[config.mk]
export PLATFORM = sky130hd
export DESIGN_NAME = scalar_kalman_smoother
export DESIGN_NICKNAME = d
export VERILOG_FILES = /design/src/sv/sks_pkg.sv /design/src/sv/scalar_kalman_smoother.sv /design/src/sv/sks_datapath.sv /design/src/sv/sks_ctrl.sv
export SDC_FILE = /design/constraint.sdc
export NUM_CORES = 2
export LEC_CHECK = 0
export CORE_MARGIN = 10
export CORE_UTILIZATION = 36
export CTS_BUF_LIST = sky130_fd_sc_hd__clkbuf_8
export DETAILED_ROUTE_END_ITERATION = 10
export DONT_BUFFER_PORTS = 1
export PLACE_DENSITY_LB_ADDON = 0.08
export SYNTH_ARGS = -nofsm -noshare
export SYNTH_HDL_FRONTEND = slang
export SYNTH_SLANG_ARGS = --single-unit
[constraint.sdc]
create_clock -name clk -period 13.2 [get_ports clk]
set_input_delay 0 -clock clk [delete_from_list [all_inputs] [get_ports clk]]
set_output_delay 0 -clock clk [all_outputs]
set_load 0.005 [all_outputs]
[src/sv/sks_pkg.sv]
// Shared constants, register indexes and controller command type for the Kalman smoother.
package sks_pkg;

	localparam int FRAC_BITS_DEF = 16;
	localparam int SAMPLE_W      = 16;
	localparam int EST_W         = 32;
	localparam int GAIN_BITS     = 16;
	localparam int GAIN_W        = GAIN_BITS + 1;
	localparam int VAR_W         = 40;
	localparam int NOISE_W       = 32;
	localparam int CFG_IDX_W     = 1;
	localparam int IN_TDATA_W    = 16;
	localparam int OUT_TDATA_W   = 56;
	localparam int DIV_STEPS     = GAIN_BITS + 1;
	localparam int DIV_CNT_W     = $clog2(DIV_STEPS);

	localparam logic [CFG_IDX_W-1:0] REG_PROCESS_NOISE = 1'b0;
	localparam logic [CFG_IDX_W-1:0] REG_MEASURE_NOISE = 1'b1;

	localparam logic [NOISE_W-1:0] PROCESS_NOISE_RST = 32'd20;
	localparam logic [NOISE_W-1:0] MEASURE_NOISE_RST = 32'd327680;

	localparam logic [GAIN_W-1:0] GAIN_ONE = GAIN_W'(1) << GAIN_BITS;
	localparam logic [VAR_W-1:0]  VAR_MAX  = '1;

	typedef struct packed {
		logic load_in;
		logic pred;
		logic den;
		logic div_step;
		logic gain;
		logic mul_lo;
		logic mul_hi;
		logic mul_var;
		logic acc_load;
		logic acc_add;
		logic est;
		logic var_upd;
		logic load_out;
	} sks_cmd_t;

endpackage

[src/sv/scalar_kalman_smoother.sv]
// Top level of the scalar Kalman smoother: stream ports, config port, controller and datapath.
// Usage:
//  Input stream s_axis: one signed 16-bit sample per word, taken when tvalid and tready.
//  Output stream m_axis: one word per sample with the new estimate (signed, FRAC_BITS
//  fraction bits) and the gain used (unsigned Q1.16, 65536 is one).
//  Config port: cfg_we with cfg_index 0 writes process noise Q, index 1 measurement
//  noise R, both unsigned with FRAC_BITS fraction bits; write only while idle.
//  m_axis_tvalid rises once the sequencer has run all its steps for the word and loaded the output.
//  A new sample waits for the 17-step restoring divider for the gain and the two
//  two-pass products on the shared 17 x half-width multiplier.
//  s_axis_tready is high only while the sequencer is idle.
//  The output register lets a new sample be taken while the last result still waits;
//  if the receiver stalls, the next result is held inside until the output is free.
//  Reset: Q = 20, R = 327680, estimate and variance cleared, output empty.
module scalar_kalman_smoother #(
	parameter int FRAC_BITS = sks_pkg::FRAC_BITS_DEF
) (
	input  logic                               clk,
	input  logic                               arst_n,
	input  logic                               s_axis_tvalid,
	output logic                               s_axis_tready,
	input  logic [sks_pkg::IN_TDATA_W-1:0]     s_axis_tdata,  // [15:0] sample
	output logic                               m_axis_tvalid,
	input  logic                               m_axis_tready,
	output logic [sks_pkg::OUT_TDATA_W-1:0]    m_axis_tdata,  // [31:0] estimate, [48:32] gain
	input  logic                               cfg_we,
	input  logic [sks_pkg::CFG_IDX_W-1:0]      cfg_index,
	input  logic [sks_pkg::NOISE_W-1:0]        cfg_data
);
	import sks_pkg::*;

	sks_cmd_t                  cmd;
	logic signed [EST_W-1:0]   estimate;
	logic [GAIN_W-1:0]         gain;

	sks_ctrl u_ctrl (
		.clk     (clk),
		.arst_n  (arst_n),
		.s_valid (s_axis_tvalid),
		.s_ready (s_axis_tready),
		.m_valid (m_axis_tvalid),
		.m_ready (m_axis_tready),
		.cmd     (cmd)
	);

	sks_datapath #(
		.FRAC_BITS (FRAC_BITS)
	) u_datapath (
		.clk       (clk),
		.arst_n    (arst_n),
		.cmd       (cmd),
		.cfg_we    (cfg_we),
		.cfg_index (cfg_index),
		.cfg_data  (cfg_data),
		.sample    (s_axis_tdata[SAMPLE_W-1:0]),
		.estimate  (estimate),
		.gain      (gain)
	);

	assign m_axis_tdata = {{(OUT_TDATA_W - EST_W - GAIN_W){1'b0}}, gain, estimate};

endmodule

[src/sv/sks_datapath.sv]
// Datapath: config registers, filter state, serial divider, split multiplier, output word.
module sks_datapath #(
	parameter int FRAC_BITS = sks_pkg::FRAC_BITS_DEF
) (
	input  logic                                clk,
	input  logic                                arst_n,
	input  sks_pkg::sks_cmd_t                   cmd,
	input  logic                                cfg_we,
	input  logic [sks_pkg::CFG_IDX_W-1:0]       cfg_index,
	input  logic [sks_pkg::NOISE_W-1:0]         cfg_data,
	input  logic signed [sks_pkg::SAMPLE_W-1:0] sample,
	output logic signed [sks_pkg::EST_W-1:0]    estimate,
	output logic [sks_pkg::GAIN_W-1:0]          gain
);
	import sks_pkg::*;

	localparam int MEAS_W  = SAMPLE_W + FRAC_BITS;
	localparam int INNOV_W = ((MEAS_W > EST_W) ? MEAS_W : EST_W) + 1;
	localparam int DEN_W   = VAR_W + 1;
	localparam int REM_W   = DEN_W + 1;
	localparam int OPW_RAW = (INNOV_W > VAR_W) ? INNOV_W : VAR_W;
	localparam int OPW     = OPW_RAW + (OPW_RAW % 2);
	localparam int CH      = OPW / 2;
	localparam int PP_W    = GAIN_W + CH;
	localparam int ACC_W   = GAIN_W + OPW;
	localparam int RND_W   = ACC_W - GAIN_BITS;
	localparam int SUM_W   = RND_W + 2;

	logic [NOISE_W-1:0]        q_noise_q;
	logic [NOISE_W-1:0]        r_noise_q;
	logic signed [EST_W-1:0]   prior_q;
	logic [VAR_W-1:0]          var_q;

	logic signed [SAMPLE_W-1:0] sample_q;
	logic [VAR_W-1:0]          p_q;
	logic [DEN_W-1:0]          den_q;
	logic [REM_W-1:0]          rem_q;
	logic [GAIN_W-1:0]         quot_q;
	logic [GAIN_W-1:0]         gain_q;
	logic signed [INNOV_W-1:0] innov_q;
	logic [INNOV_W-1:0]        mag_q;
	logic                      neg_q;
	logic [PP_W-1:0]           pp_s1;
	logic [ACC_W-1:0]          acc_q;
	logic signed [EST_W-1:0]   est_out_q;
	logic [GAIN_W-1:0]         gain_out_q;

	logic [DEN_W-1:0]          p_sum;
	logic [VAR_W-1:0]          p_next;
	logic signed [INNOV_W-1:0] meas;
	logic                      div_ge;
	logic [REM_W-1:0]          div_diff;
	logic [GAIN_W-1:0]         mul_a;
	logic [OPW-1:0]            mul_b;
	logic [CH-1:0]             mul_chunk;
	logic [ACC_W-1:0]          acc_rnd;
	logic [RND_W-1:0]          rnd;
	logic signed [SUM_W-1:0]   est_sum;
	logic                      est_fits;
	logic signed [EST_W-1:0]   est_sat;

	assign p_sum  = DEN_W'(var_q) + DEN_W'(q_noise_q);
	assign p_next = p_sum[DEN_W-1] ? VAR_MAX : p_sum[VAR_W-1:0];
	assign meas   = INNOV_W'(sample_q) <<< FRAC_BITS;

	assign div_ge   = rem_q >= REM_W'(den_q);
	assign div_diff = div_ge ? (rem_q - REM_W'(den_q)) : rem_q;

	assign mul_a     = cmd.mul_var ? (GAIN_ONE - gain_q) : gain_q;
	assign mul_b     = cmd.mul_var ? OPW'(p_q) : OPW'(mag_q);
	assign mul_chunk = cmd.mul_hi ? mul_b[OPW-1 -: CH] : mul_b[CH-1:0];

	assign acc_rnd  = acc_q + (ACC_W'(1) << (GAIN_BITS - 1));
	assign rnd      = acc_rnd[ACC_W-1:GAIN_BITS];
	assign est_sum  = SUM_W'(prior_q) + (neg_q ? -$signed(SUM_W'(rnd)) : $signed(SUM_W'(rnd)));
	assign est_fits = (est_sum[SUM_W-1:EST_W-1] == '0) || (est_sum[SUM_W-1:EST_W-1] == '1);
	assign est_sat  = est_fits ? est_sum[EST_W-1:0] :
		(est_sum[SUM_W-1] ? {1'b1, {(EST_W-1){1'b0}}} : {1'b0, {(EST_W-1){1'b1}}});

	always_ff @(posedge clk or negedge arst_n) begin
		if (!arst_n) begin
			q_noise_q <= PROCESS_NOISE_RST;
			r_noise_q <= MEASURE_NOISE_RST;
			prior_q   <= '0;
			var_q     <= '0;
		end else begin
			if (cfg_we) begin
				case (cfg_index)
					REG_PROCESS_NOISE: q_noise_q <= cfg_data;
					REG_MEASURE_NOISE: r_noise_q <= cfg_data;
					default: ;
				endcase
			end
			if (cmd.est)
				prior_q <= est_sat;
			if (cmd.var_upd)
				var_q <= acc_q[GAIN_BITS +: VAR_W];
		end
	end

	always_ff @(posedge clk) begin
		if (cmd.load_in)
			sample_q <= sample;
		if (cmd.pred)
			p_q <= p_next;
		if (cmd.den) begin
			den_q   <= DEN_W'(p_q) + DEN_W'(r_noise_q);
			rem_q   <= REM_W'(p_q);
			innov_q <= meas - INNOV_W'(prior_q);
		end
		if (cmd.div_step) begin
			rem_q  <= div_diff << 1;
			quot_q <= {quot_q[GAIN_W-2:0], div_ge};
		end
		if (cmd.gain) begin
			gain_q <= (den_q == '0) ? '0 : quot_q;
			neg_q  <= innov_q[INNOV_W-1];
			mag_q  <= innov_q[INNOV_W-1] ? INNOV_W'(-innov_q) : INNOV_W'(innov_q);
		end
		if (cmd.mul_lo || cmd.mul_hi)
			pp_s1 <= PP_W'(mul_a) * PP_W'(mul_chunk);
		if (cmd.acc_load)
			acc_q <= ACC_W'(pp_s1);
		else if (cmd.acc_add)
			acc_q <= acc_q + (ACC_W'(pp_s1) << CH);
		if (cmd.load_out) begin
			est_out_q  <= prior_q;
			gain_out_q <= gain_q;
		end
	end

	assign estimate = est_out_q;
	assign gain     = gain_out_q;

endmodule

[src/sv/sks_ctrl.sv]
// Controller: sequences predict, divide, multiply and update steps for one word.
module sks_ctrl (
	input  logic              clk,
	input  logic              arst_n,
	input  logic              s_valid,
	output logic              s_ready,
	output logic              m_valid,
	input  logic              m_ready,
	output sks_pkg::sks_cmd_t cmd
);
	import sks_pkg::*;

	typedef enum logic [3:0] {
		S_IDLE, S_PRED, S_DEN, S_DIV, S_GAIN, S_ML0, S_ML1, S_ML2,
		S_EST, S_MV0, S_MV1, S_MV2, S_VAR, S_DONE
	} state_t;

	localparam logic [DIV_CNT_W-1:0] DIV_LAST = DIV_CNT_W'(DIV_STEPS - 1);

	state_t               state_q;
	logic [DIV_CNT_W-1:0] div_cnt_q;
	logic                 m_valid_q;
	logic                 out_free;

	assign out_free = !m_valid_q || m_ready;
	assign s_ready  = (state_q == S_IDLE);
	assign m_valid  = m_valid_q;

	always_comb begin
		cmd          = '0;
		cmd.load_in  = (state_q == S_IDLE) && s_valid;
		cmd.pred     = (state_q == S_PRED);
		cmd.den      = (state_q == S_DEN);
		cmd.div_step = (state_q == S_DIV);
		cmd.gain     = (state_q == S_GAIN);
		cmd.mul_lo   = (state_q == S_ML0) || (state_q == S_MV0);
		cmd.mul_hi   = (state_q == S_ML1) || (state_q == S_MV1);
		cmd.mul_var  = (state_q == S_MV0) || (state_q == S_MV1);
		cmd.acc_load = (state_q == S_ML1) || (state_q == S_MV1);
		cmd.acc_add  = (state_q == S_ML2) || (state_q == S_MV2);
		cmd.est      = (state_q == S_EST);
		cmd.var_upd  = (state_q == S_VAR);
		cmd.load_out = (state_q == S_DONE) && out_free;
	end

	always_ff @(posedge clk or negedge arst_n) begin
		if (!arst_n) begin
			state_q   <= S_IDLE;
			div_cnt_q <= '0;
			m_valid_q <= 1'b0;
		end else begin
			if (cmd.load_out)
				m_valid_q <= 1'b1;
			else if (m_ready)
				m_valid_q <= 1'b0;
			case (state_q)
				S_IDLE: if (s_valid) state_q <= S_PRED;
				S_PRED: state_q <= S_DEN;
				S_DEN: begin
					div_cnt_q <= '0;
					state_q   <= S_DIV;
				end
				S_DIV: begin
					if (div_cnt_q == DIV_LAST)
						state_q <= S_GAIN;
					else
						div_cnt_q <= div_cnt_q + 1'b1;
				end
				S_GAIN: state_q <= S_ML0;
				S_ML0:  state_q <= S_ML1;
				S_ML1:  state_q <= S_ML2;
				S_ML2:  state_q <= S_EST;
				S_EST:  state_q <= S_MV0;
				S_MV0:  state_q <= S_MV1;
				S_MV1:  state_q <= S_MV2;
				S_MV2:  state_q <= S_VAR;
				S_VAR:  state_q <= S_DONE;
				S_DONE: if (out_free) state_q <= S_IDLE;
				default: state_q <= S_IDLE;
			endcase
		end
	end

`ifndef ASSERT_OFF
	a_div_runs_full: assert property (@(posedge clk) disable iff (!arst_n)
		(state_q == S_DIV && div_cnt_q != DIV_LAST) |=> (state_q == S_DIV))
		else $error("divider left early");
	a_accept_starts: assert property (@(posedge clk) disable iff (!arst_n)
		(s_valid && s_ready) |=> (state_q == S_PRED))
		else $error("accepted word did not start");
	a_no_overwrite: assert property (@(posedge clk) disable iff (!arst_n)
		cmd.load_out |-> (!m_valid_q || m_ready))
		else $error("output word overwritten");
	a_load_shows: assert property (@(posedge clk) disable iff (!arst_n)
		cmd.load_out |=> (m_valid_q && state_q == S_IDLE))
		else $error("loaded word not presented");
`endif

endmodule
# After elaboration in Yosys (flattened, before gate mapping)
# Index checks and enable logic that the tools add are counted.
dict set report totals {
  mem_count 0
  romBits 0
  latchBits 0
  reg_bits 529
  mem_bits_rw 0
  output_inout_bits 58
  word_cells 96
  in_bits 54
}
dict set report classes {
  add_sub_neg 11
  shifts 0
  n_eq_ne 19
  magnitude_cmp 1
  n_div 0
  n_reduce_logical 20
  bitwise_logic 1
  muxes 20
  n_mul 1
}
# cell count
set op_table {}
lappend op_table {{$mux W32} 3}
lappend op_table {{$mux W42} 2}
lappend op_table {{$add A40 B32 Y41} 2}
lappend op_table {{$mux W37} 2}
lappend op_table {{$add A57 B16 Y57 const B} 1}
lappend op_table {{$add A57 B57 Y57} 1}
lappend op_table {{$pmux W4 S14} 1}
lappend op_table {{$add A32 B43 Y43} 1}
lappend op_table {{$mux W43} 1}
lappend op_table {{$neg A41 Y43} 1}
lappend op_table {{$ge A42 B41 Y1} 1}
lappend op_table {{$logic_not A41 Y1} 1}
lappend op_table {{$mux W41} 1}
lappend op_table {{$sub A41 B41 Y41} 1}
lappend op_table {{$mux W40} 1}
lappend op_table {{$mul A17 B20 Y37} 1}
lappend op_table {{$neg A33 Y33} 1}
lappend op_table {{$sub A32 B32 Y33} 1}
lappend op_table {{$eq A4 B4 Y1 const B} 6}
lappend op_table {{$mux W20} 1}
lappend op_table {{$mux W17} 1}
lappend op_table {{$sub A17 B17 Y17 const A} 1}
lappend op_table {{$eq A4 B3 Y1 const B} 4}
lappend op_table {{$eq A12 B12 Y1 const B} 1}
lappend op_table {{19 further kinds} 36}

# Longest topological paths before layout
dict set report depth {
  word_depth 7
  depth_mapped 35
  depth_no_buf 34
}

# Modules after synthesis
# From an unflattened synthesis, not the netlist that was laid out.
dict set report hier_totals {
  hier_cells 4431
  hier_area_um2 43225.2
}
# mod seq_area_each_um2 n_inst cells_per_inst area_per_inst_um2
set by_module_without_submodules {}
lappend by_module_without_submodules {sks_datapath 14248.7 1 4343 42474.5}
lappend by_module_without_submodules {sks_ctrl 250.2 1 80 694.4}
lappend by_module_without_submodules {scalar_kalman_smoother 0.0 1 8 56.3}

# Worst setup path before layout
# OpenSTA, ideal clock, no wires.
dict set report synth_path {
  path_type {reg-to-reg}
  startpoint {register u_ctrl.state_q[3]}
  endpoint {register u_datapath.pp_s1[33], data pin}
  arrival_time_ns 8.338
  path_stages_with_launch 33
  n_path_buf 2
  required_time_ns 12.942
  setup_ns 0.258
  path_slack_ns 4.604
  synth_period_minus_slack_ns 8.596
  cell_sequence {dfrtp_1 > clkbuf_1 > nand2b_1 > nand2_1 > nand2_1 > nor2_1 > clkbuf_1 > mux2i_1 > mux2i_1 > nand2_1 > fa_1 > inv_1 > fa_1 > inv_1 > fa_1 > inv_1 > fa_1 > fa_1 > inv_1 > fa_1 > inv_1 > ha_1 > and3_1 > and3_1 > a211oi_1 > o31ai_1 > o31a_1 > o41ai_1 > o21ai_0 > nand2b_1 > a31o_2 > a21oi_1 > xnor2_1}
}
dict set report synth_between {
  elab_chain_cells 5
  word_cells_on_any_way 9
  cone_classes {mul (1); eq/ne (3); mux (3); reduce/logical (2)}
}
# element line_no
set synth_rtl {}
lappend synth_rtl {{start: declaration} sks_ctrl.sv:20} ;# state_t state_q;
lappend synth_rtl {{start signal: assignment} sks_ctrl.sv:48} ;# state_q <= S_IDLE;
lappend synth_rtl {{start signal: assignment} sks_ctrl.sv:57} ;# S_IDLE: if (s_valid) state_q <= S_PRED;
lappend synth_rtl {{start signal: assignment} sks_ctrl.sv:58} ;# S_PRED: state_q <= S_DEN;
lappend synth_rtl {{$eq A4 B4 Y1 (on tied branches)} {sks_ctrl.sv:38, sks_ctrl.sv:37}}
lappend synth_rtl {{$logic_or A1 B1 Y1} sks_ctrl.sv:38} ;# cmd.mul_var = (state_q == S_MV0) || (state_q == S_MV1);
lappend synth_rtl {{$mux W40} sks_datapath.sv:70} ;# assign mul_b = cmd.mul_var ? OPW'(p_q) : OPW'(mag_q);
lappend synth_rtl {{$mux W20} sks_datapath.sv:71} ;# assign mul_chunk = cmd.mul_hi ? mul_b[OPW-1 -: CH] : mul_b[CH-1:0];
lappend synth_rtl {{$mul A17 B20 Y37 *} sks_datapath.sv:121} ;# pp_s1 <= PP_W'(mul_a) * PP_W'(mul_chunk);
lappend synth_rtl {{end signal: assignment} sks_datapath.sv:121}
lappend synth_rtl {{end: declaration} sks_datapath.sv:43} ;# logic [PP_W-1:0] pp_s1;
# Mark *: on every way between the ends. The rest lies on a longest branch, timed or not.
# A chain may end at the register's enable or synchronous reset.

# Final worst setup path
# Ends and elaborated chain as after synthesis.

==> results.md <==
- Status: finished, final reports clean
- Largest net degree at the start of global routing: approximately 140
- Setup violators final: 0
- Area grow syn2layout: 12.7%
- DRT Pass-1 Iters: 7
- Critical Path Stages: 31
- Netlist cell types: a little under 90
- Final Worst Setup Slack: approximately 2600 ps
- Critical path class: flop to flop
- Reg2reg end: u_datapath.pp_s1[33]
- Slowest CP cell: mux2i_1
- IO Pins: 112
- Total GRT Usage: 0.209
- Drt wl/cell: approximately 23 um
- Flop2flop setup slack: ~2600 ps
- R2R Path Start: u_ctrl.state_q[3]
- Initial Util: 0.362
- Final std cells w/o fill: around 6.3k
- Vias in the first global route: 33.2k
- Register area share after synthesis: 0.335
- Crit path max fanout: 21
- Nets: between 5k and 6k
- FP Rows: 127
- Most crowded layer after global routing: met2
- Die height: roughly 370 um
- CP endpoint: u_datapath.pp_s1[33]
- CP bufs+invs: 6
- Final hold vios: 0
- Hold-fix buffers at CTS: approximately 130
- Max Slew Vio Count: 0
- Yosys reg bits: a little over 500
- Main synth FF type: edfxtp_1
- CTS tree: done
- Clock root cell: clkbuf_8
- Dpl cells: 5,995
- Synthesized cell area: between 40,000 and 50,000 um^2
- Die Width: between 300 and 400 um
- GR Overflow Total: 0
- Detail Route Antenna Nets: 0
- Share of the synthesized area in the top cell type: 0.241
- # Max-Cap Violations: 0
- Average cell area after synthesis: ~9.7 um^2
- Hold crit path type: input port to flop
- Ys Warns: 0
- Reg clk slew, reported paths: 60 ps
- Core area: 120,000 um^2
- Worst slew pin tran: approximately 1200 ps
- FFs w/ async S/R, synth: 0.284
- Routed WL: around 140 mm
- Synthesized instance count: around 4.5k
- Starting DRT DRC Count: 2,347
- Vias per cell: 5.24
- Worst-case clock buffer depth: 3
- Inserted Clock Buffers: 96
- Share of cells above drive strength 1: 0.0827
- CP max stage delay: roughly 700 ps
- Slew margin rel.: 0.207
- Layout Utilization: 0.408
- PortBufs: 0
- Setup repair bufs after CTS: 0
- Die ar.: roughly 130,000 um^2
- Global routing usage on met3: 0.0338
- Met1 usage: 0.294
- Clk Latency, worst-skew pair: around 800 ps
- Max Fclk: ~94 MHz
- Drt drc: 0
- Synth area leader: edfxtp_1
- Crit share post-route: 0.806
- Crit path from: u_ctrl.state_q[3]
- Tmin final: 10,630 ps
- R2r worst-path depth: 31
- Placer Congestion: between 0.8 and 0.9
- Vias: between 30k and 40k
- Htree depth: 3
- Synth area leaders: edfxtp_1 (24%), fa_1 (13%), ha_1 (9.2%)
- Fillers: ~12k
- Setup tns final: 0 ps
- Clock Sinks: 514
- RSZ-0062 raised after global routing: false
- Most used cell, CP: fa_1
- Worst Path Arrival: between 10,000 and 15,000 ps
- Met2 Track Usage GR: 0.332
- Initial antenna violation count: 2
- Worst EP required: ~14,000 ps
- CP startpoint kind: flop
- Layout Skew: approximately 54 ps
- Number of synthesized flops with an enable pin: approximately 350
- Footprint of the multi-input gates: ~27,000 um^2
- Setup WS pre-CTS: approximately 2700 ps
- Hold Startpoint: cfg_data[25]
- First-pass GRT wire length: about 220 mm
- Detailed placer's ending HPWL: 111 mm
- Crit. End Element: flop
- FF+latch area: 14,500 um^2
- Delay-heaviest family, CP: adder cells
- Number of gates resized after cts: 0
==> state kept, by name, summed over array words and instances (netlist names) <==
signal,flops
u_datapath.r_noise_q,32
u_datapath.quot_q,17
u_ctrl.state_q,4
u_ctrl.div_cnt_q,5
u_datapath.p_q,40
u_datapath.q_noise_q,32
u_datapath.estimate,32
u_datapath.prior_q,32
u_datapath.den_q,41
u_ctrl.m_valid,1
u_datapath.rem_q,42
u_datapath.sample_q,16
u_datapath.neg_q,1
u_datapath.pp_s1,37
u_datapath.acc_q,42
u_datapath.gain,17
u_datapath.mag_q,33
u_datapath.var_q,40
u_datapath.gain_q,17
u_datapath.innov_q,33
==> Yosys cell counts (all sizes together), types with 22 or more instances <==
cell type,instances
nand2,525
inv,463
edfxtp,347
ha,317
nor2,277
fa,274
xnor2,230
o21ai,216
a21oi,197
dfrtp,142
clkbuf,118
xor2,117
mux2,115
nand3,108
mux2i,85
a21o,83
and2,70
nor3,64
nor2b,54
o211ai,54
o21a,44
nand2b,43
or3,42
and3,41
nand4,40
a31oi,37
buf,33
nor4,33
o21bai,28
o31ai,24
a211oi,22
==> layout make-up <==
cell class              instances  share of cell area
repair buffers                199              0.0380
clock inverters                71              0.0118
multi-input cells            3334               0.545
well taps                    1612              0.0414
flip-flops and latches        514               0.297
inverters                     465              0.0358
diodes                          3            0.000154
clock buffers                 109              0.0308
==> through the flow <==
stage	hold WS (ps)	area (um^2)
after floorplan	-296	43300
after global placement	-273	45400
after detailed placement	-273	45400
after CTS	0.448	48800
after global routing	25.6	48800
final	56.7	48800
==> logic make-up (layout without fill, tap and decap cells) <==
family                     count (synthesis)  in the layout  share of synthesized area
buffers and inverters                    616            844                     0.0547
xor gates and xnor gates                 347            347                     0.0702
AOI/OAI and AO/OA                        828            828                      0.123
other                                      1             10                  0.0000867
and+or+nand+nor                         1360           1360                      0.148
muxes                                    200            200                     0.0496
adders and majority gates                592            592                      0.219
DFF                                      514            514                      0.335
==> routing by layer <==
| layer | up-vias | wire, um |
|---|---|---|
| met3 | 164 | 7140 |
| li1 | 15800 | - |
| met4 | 0 | 3570 |
| met2 | 799 | 64400 |
| met1 | 16300 | 67300 |
| met5 | - | 0 |
==> worst register-to-register path, delay by kind of cell (launching register included) <==
family / cells / cell delay [ps]
adder cells (fa/ha/maj): 7 / 3470
AND/OR/NAND/NOR: 8 / 2560
AO/OA/AOI/OAI: 7 / 2190
multiplexers: 2 / 860
buffers and inverters: 6 / 670
flip-flops: 1 / 550
XOR/XNOR: 1 / 80
==> worst min path at each step <==
| stage | endpoint | cells past startpoint |
|---|---|---|
| global placement | u_datapath.r_noise_q[17] | 0 |
| finish | u_datapath.q_noise_q[25] | 2 |
| global route | u_datapath.q_noise_q[25] | 2 |
| CTS | u_datapath.q_noise_q[3] | 2 |
| floorplan | u_ctrl.div_cnt_q[0] | 0 |
| detailed placement | u_datapath.r_noise_q[17] | 0 |
==> cells in the final DEF (no fill, tap or decap), types with 83 or more instances in the layout <==
master         netlist  layout
dlygate4sd3_1        0     127
dfrtp_1            142     142
xnor2_1            230     224
nand2_1            525     525
xor2_1             117     115
ha_1               317     317
mux2i_1             85      84
nand3_1            108     108
a21o_1              83      83
o21ai_0            206     205
fa_1               274     274
edfxtp_1           347     347
clkbuf_8             0     109
inv_1              463     494
mux2_2             115     115
a21oi_1            197     196
nor2_1             277     274
Power is not shown: default switching activity piles up to over one toggle a cycle in this logic, so the estimate is an artifact.
